File: src/sv/crtls_pkg.sv
// Shared types, constants and register mask table for the CRT line sequencer.
package crtls_pkg;

	// Default size of the controller register file
	localparam int REGISTER_COUNT_DEF = 18;

	// Request kinds carried in tuser
	localparam logic [1:0] KIND_TICK  = 2'd0;
	localparam logic [1:0] KIND_WRITE = 2'd1;
	localparam logic [1:0] KIND_READ  = 2'd2;

	// Port offsets decoded on reads; writes use offsets up to PORT_WR_LAST
	localparam logic [3:0] PORT_INDEX  = 4'd4;
	localparam logic [3:0] PORT_DATA   = 4'd5;
	localparam logic [3:0] PORT_STATUS = 4'd10;
	localparam logic [3:0] PORT_WR_LAST = 4'd7;

	// Controller register numbers used by the sequencer
	localparam int R_H_DISPLAYED = 1;
	localparam int R_V_TOTAL     = 4;
	localparam int R_V_ADJUST    = 5;
	localparam int R_V_DISPLAYED = 6;
	localparam int R_V_SYNC_POS  = 7;
	localparam int R_INTERLACE   = 8;
	localparam int R_MAX_SCAN    = 9;
	localparam int R_CURSOR_ST   = 10;
	localparam int R_CURSOR_END  = 11;
	localparam int R_START_HI    = 12;
	localparam int R_START_LO    = 13;

	// Read value for unmapped ports
	localparam logic [7:0] RD_UNMAPPED = 8'hff;
	// Retrace countdown length in line-start ticks
	localparam logic [4:0] VSYNC_LINES = 5'd16;

	// Register values the sequencer needs
	typedef struct packed {
		logic [7:0] h_displayed;
		logic [7:0] v_total;
		logic [7:0] v_adjust;
		logic [7:0] v_displayed;
		logic [7:0] v_sync_pos;
		logic [7:0] interlace;
		logic [7:0] max_scan;
		logic [7:0] cursor_start;
		logic [7:0] cursor_end;
		logic [7:0] start_hi;
		logic [7:0] start_lo;
	} crtls_regs_t;

	// Register file write request
	typedef struct packed {
		logic       index_wr;
		logic       data_wr;
		logic [7:0] wdata;
	} crtls_bus_t;

	// Sequencer state as seen after the current request
	typedef struct packed {
		logic        display_on;
		logic [14:0] line_address;
		logic [4:0]  line_row;
		logic        cursor_shown;
		logic        vsync;
		logic        in_blank;
		logic [3:0]  status;
	} crtls_view_t;

	// Writable bits of each controller register
	function automatic logic [7:0] reg_mask(input logic [4:0] idx);
		logic [7:0] m;
		case (idx)
			5'd0, 5'd1, 5'd2, 5'd3: m = 8'hff;
			5'd4:  m = 8'h7f;
			5'd5:  m = 8'h1f;
			5'd6:  m = 8'h7f;
			5'd7:  m = 8'h7f;
			5'd8:  m = 8'hf3;
			5'd9:  m = 8'h1f;
			5'd10: m = 8'h7f;
			5'd11: m = 8'h1f;
			5'd12: m = 8'h3f;
			5'd13: m = 8'hff;
			5'd14: m = 8'h3f;
			5'd15, 5'd16, 5'd17: m = 8'hff;
			default: m = 8'h00;
		endcase
		return m;
	endfunction

endpackage

File: src/sv/crtls_regfile.sv
// Controller register file with index register and masked data writes.
module crtls_regfile #(
	parameter int REGISTER_COUNT = crtls_pkg::REGISTER_COUNT_DEF
) (
	input  logic                    clk,
	input  logic                    arst_n,
	input  crtls_pkg::crtls_bus_t   bus,
	output logic [4:0]              reg_index,
	output logic [7:0]              rd_data,
	output crtls_pkg::crtls_regs_t  regs
);
	import crtls_pkg::*;

	localparam int IDX_W = $clog2(REGISTER_COUNT);
	localparam logic [5:0] COUNT_C = 6'(REGISTER_COUNT);

	logic [7:0] regs_q [REGISTER_COUNT];
	logic [4:0] index_q;
	logic       in_file;

	assign in_file = {1'b0, index_q} < COUNT_C;

	// Index and data writes
	always_ff @(posedge clk or negedge arst_n) begin
		if (!arst_n) begin
			index_q <= '0;
			for (int i = 0; i < REGISTER_COUNT; i++) begin
				regs_q[i] <= '0;
			end
		end else begin
			if (bus.index_wr) begin
				index_q <= bus.wdata[4:0];
			end
			if (bus.data_wr && in_file) begin
				regs_q[index_q[IDX_W-1:0]] <= bus.wdata & reg_mask(index_q);
			end
		end
	end

	assign reg_index = index_q;
	assign rd_data   = in_file ? regs_q[index_q[IDX_W-1:0]] : 8'h00;

	// Fixed taps for the sequencer
	assign regs.h_displayed  = regs_q[R_H_DISPLAYED];
	assign regs.v_total      = regs_q[R_V_TOTAL];
	assign regs.v_adjust     = regs_q[R_V_ADJUST];
	assign regs.v_displayed  = regs_q[R_V_DISPLAYED];
	assign regs.v_sync_pos   = regs_q[R_V_SYNC_POS];
	assign regs.interlace    = regs_q[R_INTERLACE];
	assign regs.max_scan     = regs_q[R_MAX_SCAN];
	assign regs.cursor_start = regs_q[R_CURSOR_ST];
	assign regs.cursor_end   = regs_q[R_CURSOR_END];
	assign regs.start_hi     = regs_q[R_START_HI];
	assign regs.start_lo     = regs_q[R_START_LO];

endmodule

File: src/sv/crtls_seq.sv
// Scan-line sequencer: line-end and line-start tick handling and status bits.
module crtls_seq (
	input  logic                    clk,
	input  logic                    arst_n,
	input  logic                    tick,
	input  crtls_pkg::crtls_regs_t  regs,
	output crtls_pkg::crtls_view_t  view
);
	import crtls_pkg::*;

	logic        half_q, cro_q, cbo_q, fo_q, vd_q;
	logic [4:0]  sr_q, al_q, vl_q;
	logic [6:0]  rc_q;
	logic [14:0] ca_q, rsa_q;
	logic [3:0]  bc_q, sb_q;

	logic        half_d, cro_d, cbo_d, fo_d, vd_d;
	logic [4:0]  sr_d, al_d, vl_d;
	logic [6:0]  rc_d;
	logic [14:0] ca_d, rsa_d;
	logic [3:0]  bc_d, sb_d;
	logic [14:0] addr_out;
	logic [4:0]  row_out;

	logic        il;
	logic [4:0]  ce, cs;
	logic [14:0] start_addr;

	assign il         = regs.interlace[1:0] == 2'b11;
	assign ce         = regs.cursor_end[4:0];
	assign cs         = regs.cursor_start[4:0];
	assign start_addr = {regs.start_hi[6:0], regs.start_lo};

	// Next state for one tick
	always_comb begin
		half_d = half_q; cro_d = cro_q; cbo_d = cbo_q; fo_d = fo_q; vd_d = vd_q;
		sr_d = sr_q; al_d = al_q; vl_d = vl_q; rc_d = rc_q;
		ca_d = ca_q; rsa_d = rsa_q; bc_d = bc_q; sb_d = sb_q;
		addr_out = '0;
		row_out  = '0;

		if (tick) begin
			if (!half_q) begin
				// line end: horizontal blank, retrace start, address advance
				half_d   = 1'b1;
				sb_d[0]  = 1'b1;
				row_out  = il ? {2'b00, sr_q[1:0], fo_q} : sr_q;
				if ({1'b0, rc_q} == regs.v_sync_pos && sr_q == 5'd0) begin
					sb_d[3] = 1'b1;
				end
				addr_out = ca_q;
				if (vd_q) begin
					ca_d = ca_q + 15'(regs.h_displayed);
				end
			end else begin
				// line start
				half_d = 1'b0;
				if (vl_q != 5'd0) begin
					vl_d = vl_q - 5'd1;
					if (vl_d == 5'd0) begin
						sb_d[3] = 1'b0;
					end
				end
				if (sr_q == ce || (il && sr_q == {1'b0, ce[4:1]})) begin
					cro_d = 1'b0;
				end
				if (il && {3'b000, sr_q} == {1'b0, regs.max_scan[7:1]}) begin
					rsa_d = ca_q;
				end
				if (al_q != 5'd0) begin
					// vertical adjust lines
					sr_d = sr_q + 5'd1;
					ca_d = rsa_d;
					al_d = al_q - 5'd1;
					if (al_d == 5'd0) begin
						vd_d  = 1'b1;
						ca_d  = start_addr;
						rsa_d = start_addr;
						sr_d  = 5'd0;
					end
				end else if ({3'b000, sr_q} == regs.max_scan) begin
					// last scan row of a character row
					rsa_d = ca_q;
					sr_d  = 5'd0;
					rc_d  = rc_q + 7'd1;
					if ({1'b0, rc_d} == regs.v_displayed) begin
						vd_d = 1'b0;
					end
					if ({1'b0, rc_q} == regs.v_total) begin
						rc_d = 7'd0;
						al_d = regs.v_adjust[4:0];
						if (al_d == 5'd0) begin
							vd_d  = 1'b1;
							ca_d  = start_addr;
							rsa_d = start_addr;
						end
						if (regs.cursor_start[6:5] == 2'b01) begin
							cbo_d = 1'b0;
						end else begin
							cbo_d = bc_q[3];
						end
					end
					if ({1'b0, rc_d} == regs.v_sync_pos) begin
						vd_d = 1'b0;
						vl_d = VSYNC_LINES;
						bc_d = bc_q + 4'd1;
						fo_d = ~fo_q;
					end
				end else begin
					sr_d = sr_q + 5'd1;
					ca_d = rsa_d;
				end
				if (vd_d) begin
					sb_d[0] = 1'b0;
				end
				if (sr_d == cs || (il && sr_d == {1'b0, cs[4:1]})) begin
					cro_d = 1'b1;
				end
			end
		end

		if (!(tick && !half_q)) begin
			addr_out = ca_d;
			row_out  = sr_d;
		end
	end

	// State registers
	always_ff @(posedge clk or negedge arst_n) begin
		if (!arst_n) begin
			half_q <= 1'b0; cro_q <= 1'b0; cbo_q <= 1'b0; fo_q <= 1'b0; vd_q <= 1'b0;
			sr_q <= '0; al_q <= '0; vl_q <= '0; rc_q <= '0;
			ca_q <= '0; rsa_q <= '0; bc_q <= '0; sb_q <= '0;
		end else begin
			half_q <= half_d; cro_q <= cro_d; cbo_q <= cbo_d; fo_q <= fo_d; vd_q <= vd_d;
			sr_q <= sr_d; al_q <= al_d; vl_q <= vl_d; rc_q <= rc_d;
			ca_q <= ca_d; rsa_q <= rsa_d; bc_q <= bc_d; sb_q <= sb_d;
		end
	end

	assign view.display_on   = vd_d;
	assign view.line_address = addr_out;
	assign view.line_row     = row_out;
	assign view.cursor_shown = cro_d & cbo_d;
	assign view.vsync        = sb_d[3];
	assign view.in_blank     = half_d;
	assign view.status       = sb_q;

endmodule

File: src/sv/crt_controller_line_sequencer_top.sv
// Top level of the CRT controller line sequencer.
// Usage:
//   Requests enter on the s_ group: s_tuser holds the kind (half-line tick,
//   port write or port read), s_tdata holds the port offset and write byte.
//   Every request yields exactly one result on the m_ group: read data plus
//   the display, line address, scan row, cursor, retrace and blank flags as
//   they stand after the request.
//   A request is taken into an input register, processed by combinational
//   logic and stored in the output register, from which m_tvalid is driven.
//   One request per cycle is sustained while m_tready stays high.
//   When the receiver stalls, the result holds in the output register and
//   one more request waits in the input register; s_tready then drops until
//   m_tready returns.
//   Reset clears the register file, the index, all counters and status bits,
//   and empties both registers.
module crt_controller_line_sequencer_top #(
	parameter int REGISTER_COUNT = crtls_pkg::REGISTER_COUNT_DEF
) (
	input  logic        clk,
	input  logic        arst_n,
	input  logic        s_tvalid,
	output logic        s_tready,
	input  logic [15:0] s_tdata,   // [3:0] port, [11:4] wdata, [15:12] zero
	input  logic [1:0]  s_tuser,   // [1:0] kind
	output logic        m_tvalid,
	input  logic        m_tready,
	output logic [31:0] m_tdata    // [7:0] read_data, [8] display_on,
	                               // [23:9] line_address, [28:24] line_row,
	                               // [29] cursor_shown, [30] vsync_flag,
	                               // [31] in_blank
);
	import crtls_pkg::*;

	logic        valid_s1;
	logic [1:0]  kind_s1;
	logic [3:0]  port_s1;
	logic [7:0]  wdata_s1;
	logic        out_valid_q;
	logic [31:0] out_data_q;
	logic        adv;

	crtls_bus_t  bus;
	crtls_regs_t regs;
	crtls_view_t view;
	logic [4:0]  reg_index;
	logic [7:0]  rd_data;
	logic [7:0]  read_data;
	logic        is_wr;

	// Flow control
	assign adv      = valid_s1 && (!out_valid_q || m_tready);
	assign s_tready = !valid_s1 || !out_valid_q || m_tready;

	// Input register
	always_ff @(posedge clk or negedge arst_n) begin
		if (!arst_n) begin
			valid_s1 <= 1'b0;
		end else if (s_tready) begin
			valid_s1 <= s_tvalid;
		end
	end

	always_ff @(posedge clk) begin
		if (s_tready && s_tvalid) begin
			kind_s1  <= s_tuser;
			port_s1  <= s_tdata[3:0];
			wdata_s1 <= s_tdata[11:4];
		end
	end

	// Port write decode
	assign is_wr        = adv && kind_s1 == KIND_WRITE && port_s1 <= PORT_WR_LAST;
	assign bus.index_wr = is_wr && !port_s1[0];
	assign bus.data_wr  = is_wr && port_s1[0];
	assign bus.wdata    = wdata_s1;

	crtls_regfile #(
		.REGISTER_COUNT(REGISTER_COUNT)
	) u_regfile (
		.clk       (clk),
		.arst_n    (arst_n),
		.bus       (bus),
		.reg_index (reg_index),
		.rd_data   (rd_data),
		.regs      (regs)
	);

	crtls_seq u_seq (
		.clk    (clk),
		.arst_n (arst_n),
		.tick   (adv && kind_s1 == KIND_TICK),
		.regs   (regs),
		.view   (view)
	);

	// Port read decode
	always_comb begin
		read_data = 8'h00;
		if (kind_s1 == KIND_READ) begin
			case (port_s1)
				PORT_INDEX:  read_data = {3'b000, reg_index};
				PORT_DATA:   read_data = rd_data;
				PORT_STATUS: read_data = {4'h0, view.status};
				default:     read_data = RD_UNMAPPED;
			endcase
		end
	end

	// Output register
	always_ff @(posedge clk or negedge arst_n) begin
		if (!arst_n) begin
			out_valid_q <= 1'b0;
		end else if (!out_valid_q || m_tready) begin
			out_valid_q <= valid_s1;
		end
	end

	always_ff @(posedge clk) begin
		if (adv) begin
			out_data_q <= {view.in_blank, view.vsync, view.cursor_shown, view.line_row,
				view.line_address, view.display_on, read_data};
		end
	end

	assign m_tvalid = out_valid_q;
	assign m_tdata  = out_data_q;

endmodule
File: config.mk
export PLATFORM = sky130hd
export DESIGN_NAME = crt_controller_line_sequencer_top
export DESIGN_NICKNAME = d
export VERILOG_FILES = /design/src/sv/crtls_pkg.sv /design/src/sv/crtls_regfile.sv /design/src/sv/crtls_seq.sv /design/src/sv/crt_controller_line_sequencer_top.sv
export SDC_FILE = /design/constraint.sdc
export NUM_CORES = 1
export LEC_CHECK = 0
export BUFFER_PORTS_ARGS = -buffer_cell sky130_fd_sc_hd__clkbuf_2
export CAP_MARGIN = 20
export CORE_ASPECT_RATIO = 1.25
export CORE_UTILIZATION = 61
export DETAILED_ROUTE_END_ITERATION = 7
export GPL_ROUTABILITY_DRIVEN = 0
export GPL_TIMING_DRIVEN = 0
export PLACE_DENSITY = 0.77
export SYNTH_ARGS = -nofsm -noshare
export SYNTH_HDL_FRONTEND = slang
export SYNTH_SLANG_ARGS = --single-unit
File: constraint.sdc
create_clock -name clk -period 4.2 [get_ports clk]
set_clock_uncertainty 0.05 [all_clocks]
set_input_delay 1.05 -clock clk [delete_from_list [all_inputs] [get_ports clk]]
set_output_delay 1.05 -clock clk [all_outputs]
set_load 0.02 [all_outputs]
Word level (Yosys, flattened, before mapping). Memories as Yosys holds them, arrays and structs flattened. Cells that the tools add are included.

Register bits: 260. Bits in read-only memories: 256. Input port bits: 22. Logic and storage cells: 185. Memories: 1.

Add/sub/neg operators: 6. Magnitude comparators: 4. Equal/unequal tests: 18. Mux-type cells: 74. Bitwise operators: 5. Reduce and logical (&&, ||, !) cells: 37.

Memory list: (no name shown) (words 32, width 8, rd ports 1, clocked after memory_dff 0, write ports 0, RTL line crtls_pkg.sv:72) `case (idx)`.

Operators by type and width (number): two-way mux 15 bit (12); bitwise mux 144 bit (1); two-way mux 5 bit (18); binary-select mux 8 bit (select 5 bit) (1); demux 8 bit (select 5 bit) (1); two-way mux 8 bit (5); two-way mux 7 bit (5); equality test 7 x 8 -> 1 bit (4); two-way mux 1 bit (30); case mux 8 bit (3 select lines) (1); logical NOT 5 bit (4); adder 15 x 8 -> 15 bit (1); logical AND 1 bit (14); equality test 5 x 4 -> 1 bit (2); equality test 5 bit (2); nonzero test 5 bit (2); subtractor 5 x 1 -> 5 bit (second input constant) (2); bitwise AND 8 bit (1); equality test 4 x 3 -> 1 bit (second input constant) (2); equality test 5 x 8 -> 1 bit (1); AND reduction 4 bit (2); adder 7 x 1 -> 7 bit (second input constant) (1); equality test 5 x 7 -> 1 bit (1); greater-or-equal comparator 6 bit (second input constant) (1); 18 further kinds (30).

Logic depth before layout (Yosys ltp). Gate-level depths: netlist of run 1.

Depth after elaboration: 14. Depth in mapped cells: 14. Depth with buffers taken out: 11.

Modules after synthesis. From an unflattened synthesis of run 1, not the netlist that was laid out.

Cells, all modules: 1405. Area total of the unflattened synthesis: 14570.2 µm².

By module, submodules not included: crtls_regfile (times used 1, cells an instance 665, area each 7534.7 µm², sequential area each 3728.6 µm²); crtls_seq (times used 1, cells an instance 646, area each 5316.3 µm², sequential area each 1576.5 µm²); crt_controller_line_sequencer_top (times used 1, cells an instance 94, area each 1719.1 µm², sequential area each 1431.4 µm²).

Worst setup path before layout of run 1. Ideal clock, no wire load.

Kind: in2reg. From: input port m_tready. To: register out_data_q[24], in the netlist m_tdata[24], data pin. Library setup time: 0.254 ns. Arrival: 3.437 ns. Required time: 3.896 ns. Setup slack: 0.459 ns. Stages: 12. Path through: nand2b_1 -> nand2_1 -> or3_1 -> clkbuf_1 -> inv_1 -> clkbuf_1 -> clkbuf_1 -> ha_1 -> clkbuf_1 -> clkbuf_1 -> o21ai_0 -> o21a_1.

Word-level cells in the longest chain between the ends: 5.

RTL lines: from (decl) (RTL line crt_controller_line_sequencer_top.sv:26) `input logic m_tready,`; logical OR 1 bit (*) (RTL line crt_controller_line_sequencer_top.sv:51) `assign adv = valid_s1 && (!out_valid_q || m_tready);`; logical AND 1 bit (*) (RTL line crt_controller_line_sequencer_top.sv:51); logical AND 1 bit (*) (RTL line crt_controller_line_sequencer_top.sv:91) `.tick (adv && kind_s1 == KIND_TICK),`; two-way mux 5 bit / logical AND 1 bit (equally long branches) (RTL line crtls_seq.sv:42, crtls_seq.sv:122); two-way mux 5 bit (*) (RTL line crtls_seq.sv:122) `if (!(tick && !half_q)) begin`; net u_seq.row_out[0] (RTL line crtls_seq.sv:23) `logic [4:0] row_out;`; to (signal assigned) (RTL line crt_controller_line_sequencer_top.sv:120) `out_data_q <= {view.in_blank, view.vsync, view.cursor_shown, view.line_row,`; to (decl) (RTL line crt_controller_line_sequencer_top.sv:39) `logic [31:0] out_data_q;`.

Mark *: on every way through the listed nets, which the timed path passes. The rest lies on a longest branch. A chain may end at the register's enable or synchronous reset.

Worst setup path in the final report of run 1. Ends and elaborated chain as after synthesis.

==> flow_summary.yaml, run 1 <==
run_status:
  status: "complete, but fails checks"
  violations: "DRC"
clocking:
  cts_tree: "yes"
  numCtsBuffers: 26
  cts-htree-levels: 1
  clock_path_buffers: 3
  post_cts_buffers: 0
  clkLatencyLatePin_ns: 0.56
  clkSinkCount: 260
  cts_root_buffer: "clkbuf_16"
  clk_transition_reported_paths_ns: 0.06
logic_synthesis:
  synth_area_leaders: "dfrtp_1, edfxtp_1, mux2_2"
  yosysWarnings: 0
  synth-seq-cells: 260
  synthCells: 1260
  ys.flop_type: "dfrtp_1"
  async_reset_ff_frac: 0.823
  synth_top_area_cell: "dfrtp_1"
  yosysSeqAreaShare: 0.495
  synth-edff-count: 46
  syn-num-nets: 1302
  synth.avg_cell_area_um2: 10.8
  synth_top_cell_area_share: 0.393
  synth_area_mm2: 0.0136
  ys_types: 78
hold_path:
  min_path_type: "reg2reg"
floorplanning:
  std_cell_rows: 60
  start_util: 0.627
  die_area_mm2: 0.0229
  pin_count: 56
  coreArea_mm2: 0.0217
  die_h_um: 169
  die_w_um: 136
detailed_routing:
  drt-initial-drc-count: 1191
  viasPerCell: 6.57
  first_pass_iters: 8
  drc_errors: 2
  drt.antenna.violating_nets: 0
  avgRoutedWirePerCell_um: 23.0
  routed_wirelength_mm: 37.8
  via_count: 10800
final_layout:
  final-seq-area_mm2: 0.00674
  multi_input_area_mm2: 0.00644
  fillers: 1622
  final_area_mm2: 0.0151
  syn_to_final_growth_pct: 11.1
  layout-drive-gt1-share: 0.193
  finalNetCount: 1385
  final_cells: 1642
global_route:
  grt-ovfl-total: 0
  grt.total_usage: 0.343
  grt_pass1_vias: 10500
  grt_pass1_wl_mm: 59.2
  antenna_found_initial: 1
  grt_max_degree: 116
timing:
  setup_viol: 0
  tightest_slew_ns: 1.01
  timing.fmax_mhz: 243
  period_share: 0.980
  final_hold_viol_count: 0
  worst_slack_ns: 0.0849
  rsz0062_at_grt: "false"
  slew_violations: 0
  min_period_ns: 4.12
  max_slew_margin: 0.325
  fin_setup_tns_ns: 0
power_and_ir_drop:
  p_per_area_mw_per_mm2: 542
  finalPower_mw: 8.20
  peakVddDrop_uv: 371
  leakagePower_nw: 6.66
setup_path:
  crit_arrival_ns: 4.38
  required_ns: 4.47
  crit_type: "in2reg"
  cp-end-kind: "flop"
  start_kind: "input port"
  worst-path-max-fanout: 11
place:
  io_buffers: 51
  dp_slack_ns: -0.799
  dp.cells: 1594
  dpl.hpwl_mm: 27.1
  post_dp_cell_area_mm2: 0.0143
flow_run:
  maxCapViolCount: 0
==> sequential cells by signal, summed over array words and instances, names as in the netlist, 5 cells and up <==
name,flops
u_regfile.reg_index,5
u_seq.ca_q,15
u_seq.rsa_q,15
u_regfile.regs,88
u_regfile.regs_q,56
wdata_s1,8
u_seq.sr_q,5
u_seq.al_q,5
u_seq.rc_q,7
m_tdata,32
u_seq.vl_q,5
==> layout by cell type (no fill, tap or decap), types with 9 or more instances in the layout <==
cell type and instances:
nand3_1 32, edfxtp_1 46, ha_1 19, a22o_1 11
mux4_2 32, buf_2 10, o31ai_1 10, nand2_1 145
nor2_1 81, nor2b_1 14, clkbuf_8 9, clkbuf_2 54
xor2_1 34, inv_1 26, a21oi_1 68, a22oi_1 9
and3_1 11, mux2_2 99, xnor2_1 27, and2_1 11
clkbuf_16 26, dfrtp_1 214, nand2b_1 12, clkbuf_1 62
a31oi_1 9, o21ai_0 103, nor3_1 26
==> worst paths after layout <==
kind	to	cells past startpoint	slack, ns	start
max	m_tdata[24]$_DFFE_PP_	13	0.08	m_tready
min	u_seq.bc_q[2]$_DFFE_PN0P_	1	0.42	u_seq.bc_q[2]$_DFFE_PN0P_
max reg2reg	m_tdata[24]$_DFFE_PP_	12	0.28	m_tvalid$_DFFE_PN0N_
min reg2reg	u_seq.bc_q[2]$_DFFE_PN0P_	1	0.42	u_seq.bc_q[2]$_DFFE_PN0P_
max in group asynchronous	u_regfile.reg_index[4]$_DFFE_PN0P_	2	2.53	arst_n
min in group asynchronous	u_seq.ca_q[12]$_DFF_PN0_	1	0.53	arst_n
==> report_power, final <==
| part | total, mW | internal (mW) | switching [mW] | leakage (nW) |
|---|---|---|---|---|
| Combinational | 2.65 | 0.965 | 1.68 | 2.96 |
| Sequential | 3.28 | 2.95 | 0.337 | 3.29 |
| Clock | 2.27 | 1.28 | 0.986 | 0.409 |
| Total | 8.20 | 5.19 | 3.00 | 6.66 |
==> cells in the mapped netlist, drive strengths merged (6+ instances only) <==
| master | instances |
|---|---|
| dfrtp | 214 |
| nand2 | 146 |
| o21ai | 104 |
| mux2 | 99 |
| nor2 | 81 |
| a21oi | 68 |
| clkbuf | 59 |
| edfxtp | 46 |
| xor2 | 34 |
| mux4 | 32 |
| nand3 | 32 |
| nor3 | 28 |
| xnor2 | 27 |
| inv | 26 |
| ha | 19 |
| buf | 18 |
| and2 | 15 |
| nor2b | 14 |
| nand2b | 12 |
| o31ai | 12 |
| a22o | 11 |
| and3 | 11 |
| a22oi | 9 |
| a31oi | 9 |
| o22ai | 9 |
| a222oi | 8 |
| mux2i | 8 |
| nand4 | 8 |
| nor4 | 8 |
| or3 | 7 |
| o211ai | 6 |
| o2bb2ai | 6 |
| or4 | 6 |
==> final cells by class <==
cell class / count / share of cell area
inverters: 27 / 0.00670
diodes: 1 / 0.000165
repair buffers: 55 / 0.0218
well taps: 279 / 0.0231
plain buffers: 77 / 0.0221
clock buffers: 41 / 0.0520
flip-flops and latches: 260 / 0.445
multi-input cells: 896 / 0.426
clock inverters: 6 / 0.00289
==> repair_timing <==
action / CTS / global route
resized for setup: 2 / 4
endpoints found under the setup margin: 15 / 13
hold buffers: 0 / 0
pin swaps: 0 / 0
==> worst max-delay path: stages <==
cell and delay [ns]:
clkbuf_2 0.08, nand2b_1 0.11, nand2_1 0.09, or3_1 0.46, clkbuf_1 0.26, inv_1 0.15, clkbuf_1 0.42, clkbuf_2 0.36
ha_1 0.38, clkbuf_1 0.40, clkbuf_2 0.36, o21ai_0 0.13, o21a_1 0.12
==> cells by family (layout without fill, tap and decap cells) <==
logic type      Yosys count  in the layout  share of synthesized area
mux                     139            139                      0.141
compound gates          285            285                      0.135
other cells               0              1                          0
simple gates            390            390                      0.139
buf+inv                 104            206                     0.0316
fa+ha+maj                21             21                     0.0197
flops                   260            260                      0.495
xor+xnor                 61             61                     0.0393
==> metal layers <==
metal | part of all wire | track usage | routed length (um) | vias up
li1 | - | - | - | 4760
met1 | 0.37 | 0.431 | 14100 | 5263
met2 | 0.48 | 0.553 | 18200 | 611
met3 | 0.080 | 0.0560 | 3030 | 149
met4 | 0.067 | 0.211 | 2520 | 0
met5 | 0 | 0 | 0 | -
==> through the flow <==
step / hold WS [ns] / utilization
after global placement: 0.407 / 0.655
after CTS: 0.427 / 0.697
after floorplan: 0.385 / -
after global routing: 0.432 / 0.697
final: 0.422 / 0.697
after detailed placement: 0.417 / 0.659
Note: power is estimated with default switching activity, not from simulation.
==> run 2, diff against run 1 <==
- SYNTH_HIERARCHICAL: not set -> 1
==> run 2 against run 1 <==
  * The flow now finishes without violations
  * Sequential share of layout area fell by 2.6 points
  * Flip-flop and latch count stayed put
  * Critical path depth unchanged
  * Total power increased by 14%
  * Highest routed layer unchanged
  * Count of clock-buffer cells in the layout is 5 lower
  * First-iteration DRC count down 24%
  * Non-clock buffer count up 85
  * Cell count increased by 8.5%
==> flow_summary.yaml, run 2 <==
floorplanning:
  pin_count: 56
  die_h_um: 174
  die_area_mm2: 0.0243
  coreArea_mm2: 0.0231
  die_w_um: 140
  start_util: 0.626
  std_cell_rows: 62
setup_path:
  reg2reg_setup_slack_ns: 0.38
  worstRegToRegCells: 12
  critPathSlowestCell: "nor4_1"
  crit_arrival_ns: 4.34
  start_kind: "input port"
  timing.critical_path.buf_inv: 3
  cpLargestDelayFamily: "simple AND/OR/NAND/NOR gates"
  worst-path-max-fanout: 9
  r2r-end: "m_tdata[30]$_DFFE_PP_"
  r2r-start: "m_tvalid$_DFFE_PN0N_"
  path_cells: "clkbuf_2 -> nand2b_1 -> nand2_1 -> nor3_2 -> clkbuf_1 -> clkinv_1 -> nor2_2 -> nand3b_1 -> nor4_1 -> nand3_1 -> nor4_1 -> a31oi_1 -> a21oi_1"
  crit_type: "in2reg"
  required_ns: 4.50
  cp_slowest_stage_delay_ns: 0.58
  cp_common_cell: "nor4_1"
  cp-end-kind: "flop"
detailed_routing:
  via_count: 11000
  routed_wirelength_mm: 36.9
  drt-initial-drc-count: 906
  drt.antenna.violating_nets: 0
  first_pass_iters: 6
  avgRoutedWirePerCell_um: 20.7
  drc_errors: 0
  viasPerCell: 6.17
clocking:
  hold_buffers: 0
  numCtsBuffers: 26
  cts_tree: "yes"
  clkSinkCount: 260
  cts-htree-levels: 1
  post_cts_buffers: 0
  clock_path_buffers: 3
  clkLatencyLatePin_ns: 0.53
  clk_transition_reported_paths_ns: 0.06
  cts_root_buffer: "clkbuf_16"
logic_synthesis:
  synthCells: 1391
  synth_area_mm2: 0.0145
  yosysWarnings: 6
  synth.avg_cell_area_um2: 10.4
place:
  dpl.hpwl_mm: 26.6
  post_dp_cell_area_mm2: 0.0151
  dp_slack_ns: -0.636
  io_buffers: 51
  dp.cells: 1733
hold_path:
  holdCritStartpoint: "u_regfile/regs_q[123]$_DFFE_PN0P_"
  min_path_type: "reg2reg"
  min_to: "u_regfile/regs_q[123]$_DFFE_PN0P_"
  holdPathStages: 2
power_and_ir_drop:
  p_sw_mw: 3.54
  power.share.combinational: 0.389
  finalPower_mw: 9.34
  internal_power_mw: 5.81
  swShare: 0.379
  p_per_area_mw_per_mm2: 582
  leakagePower_nw: 7.19
  clkPwrFrac: 0.259
  peakVddDrop_uv: 439
  seqPwrFrac: 0.353
global_route:
  antenna_found_initial: 0
  grt-ovfl-total: 0
  grt.total_usage: 0.308
  grt_max_degree: 109
  grt_pass1_wl_mm: 58.1
  top_usage_layer: "met2"
  use_met2: 0.516
  grt_pass1_vias: 10500
  met1_usage: 0.396
  use_met3: 0.0402
final_layout:
  final_area_mm2: 0.0161
  layout-drive-gt1-share: 0.232
  layout_common_cells: "dfrtp_1, nand2_1, o21ai_0"
  multi_input_area_mm2: 0.00657
  final-seq-area_mm2: 0.00674
  fillers: 1747
  syn_to_final_growth_pct: 11.0
  final_util: 0.695
  final_common_cell: "dfrtp_1"
  n_antenna_cell: 0
  final_cells: 1781
  finalNetCount: 1516
  largest_reg_flops: 88
timing:
  final_hold_viol_count: 0
  worst_slack_ns: 0.164
  slew_violations: 0
  max_slew_margin: 0.288
  fin_setup_tns_ns: 0
  rsz0062_at_grt: "false"
  tightest_slew_ns: 1.05
  timing.fmax_mhz: 248
  fin_hold_ws_ns: 0.429
  min_period_ns: 4.04
  period_share: 0.961
  setup_viol: 0
run_status:
  status: "complete, no violations"
flow_run:
  maxCapViolCount: 0
## run 2: changes by cell type in the layout (fill, tap and decap cells not counted), moves of 12 or more
cell and delta:
mux2_2 -15, nor2b_1 +13, nor2_1 -21, mux4_2 -24, a21oi_1 -27, buf_4 +85, buf_2 +19, mux2i_1 +32
o22ai_1 +12, a211oi_1 +12, clkbuf_1 -27
## run 2: worst max-delay path by stage
stage,from,to,slack [ns],depth (start not counted)
detailed placement,m_tready,m_tdata[30]$_DFFE_PP_,-0.64,13
finish,m_tready,m_tdata[30]$_DFFE_PP_,0.16,13
CTS,m_tready,m_tdata[30]$_DFFE_PP_,0.13,13
floorplan,m_tready,m_tdata[30]$_DFFE_PP_,1.01,12
global placement,arst_n,u_regfile/regs_q[126]$_DFFE_PN0P_,-2.21,1
global route,m_tready,m_tdata[30]$_DFFE_PP_,0.08,13
## run 2: power groups by stage
stage / sequential, mW / combinational (mW) / clock [mW]
2_1_floorplan: 3.30 / 2.59 / 0
4_1_cts: 3.28 / 3.57 / 2.45
5_1_grt: 3.34 / 3.91 / 2.55
6_report: 3.29 / 3.63 / 2.42
3_3_place_gp: 3.32 / 3.47 / 0
3_5_place_dp: 3.32 / 3.55 / 0
## run 2: what timing repair did
item                                    CTS  global route
endpoints found under the setup margin    2             1
gates resized for setup                   1             1
endpoints found under the hold margin     0             0
gates cloned                              0             0
## run 2: layout make-up
class	instances	area share
flip-flops and latches	260	0.419
multi-input cells	937	0.409
plain buffers	163	0.0654
clock buffers	36	0.0493
well taps	288	0.0224
repair buffers	54	0.0197
inverters	32	0.00748
clock inverters	11	0.00709
## run 2: worst reg2reg max path: stages (launching register included)
cell and delay (ns):
dfrtp_1 0.40, nand2b_1 0.09, nand2_1 0.12, nor3_2 0.43, clkbuf_1 0.39, clkinv_1 0.34
nor2_2 0.39, nand3b_1 0.13, nor4_1 0.58, nand3_1 0.14, nor4_1 0.20, a31oi_1 0.15
a21oi_1 0.22
## run 2: routing by layer
layer	part of all wire	up-vias
met3	0.058	118
met1	0.41	5313
met4	0.053	0
met5	0	-
li1	-	5090
met2	0.48	474
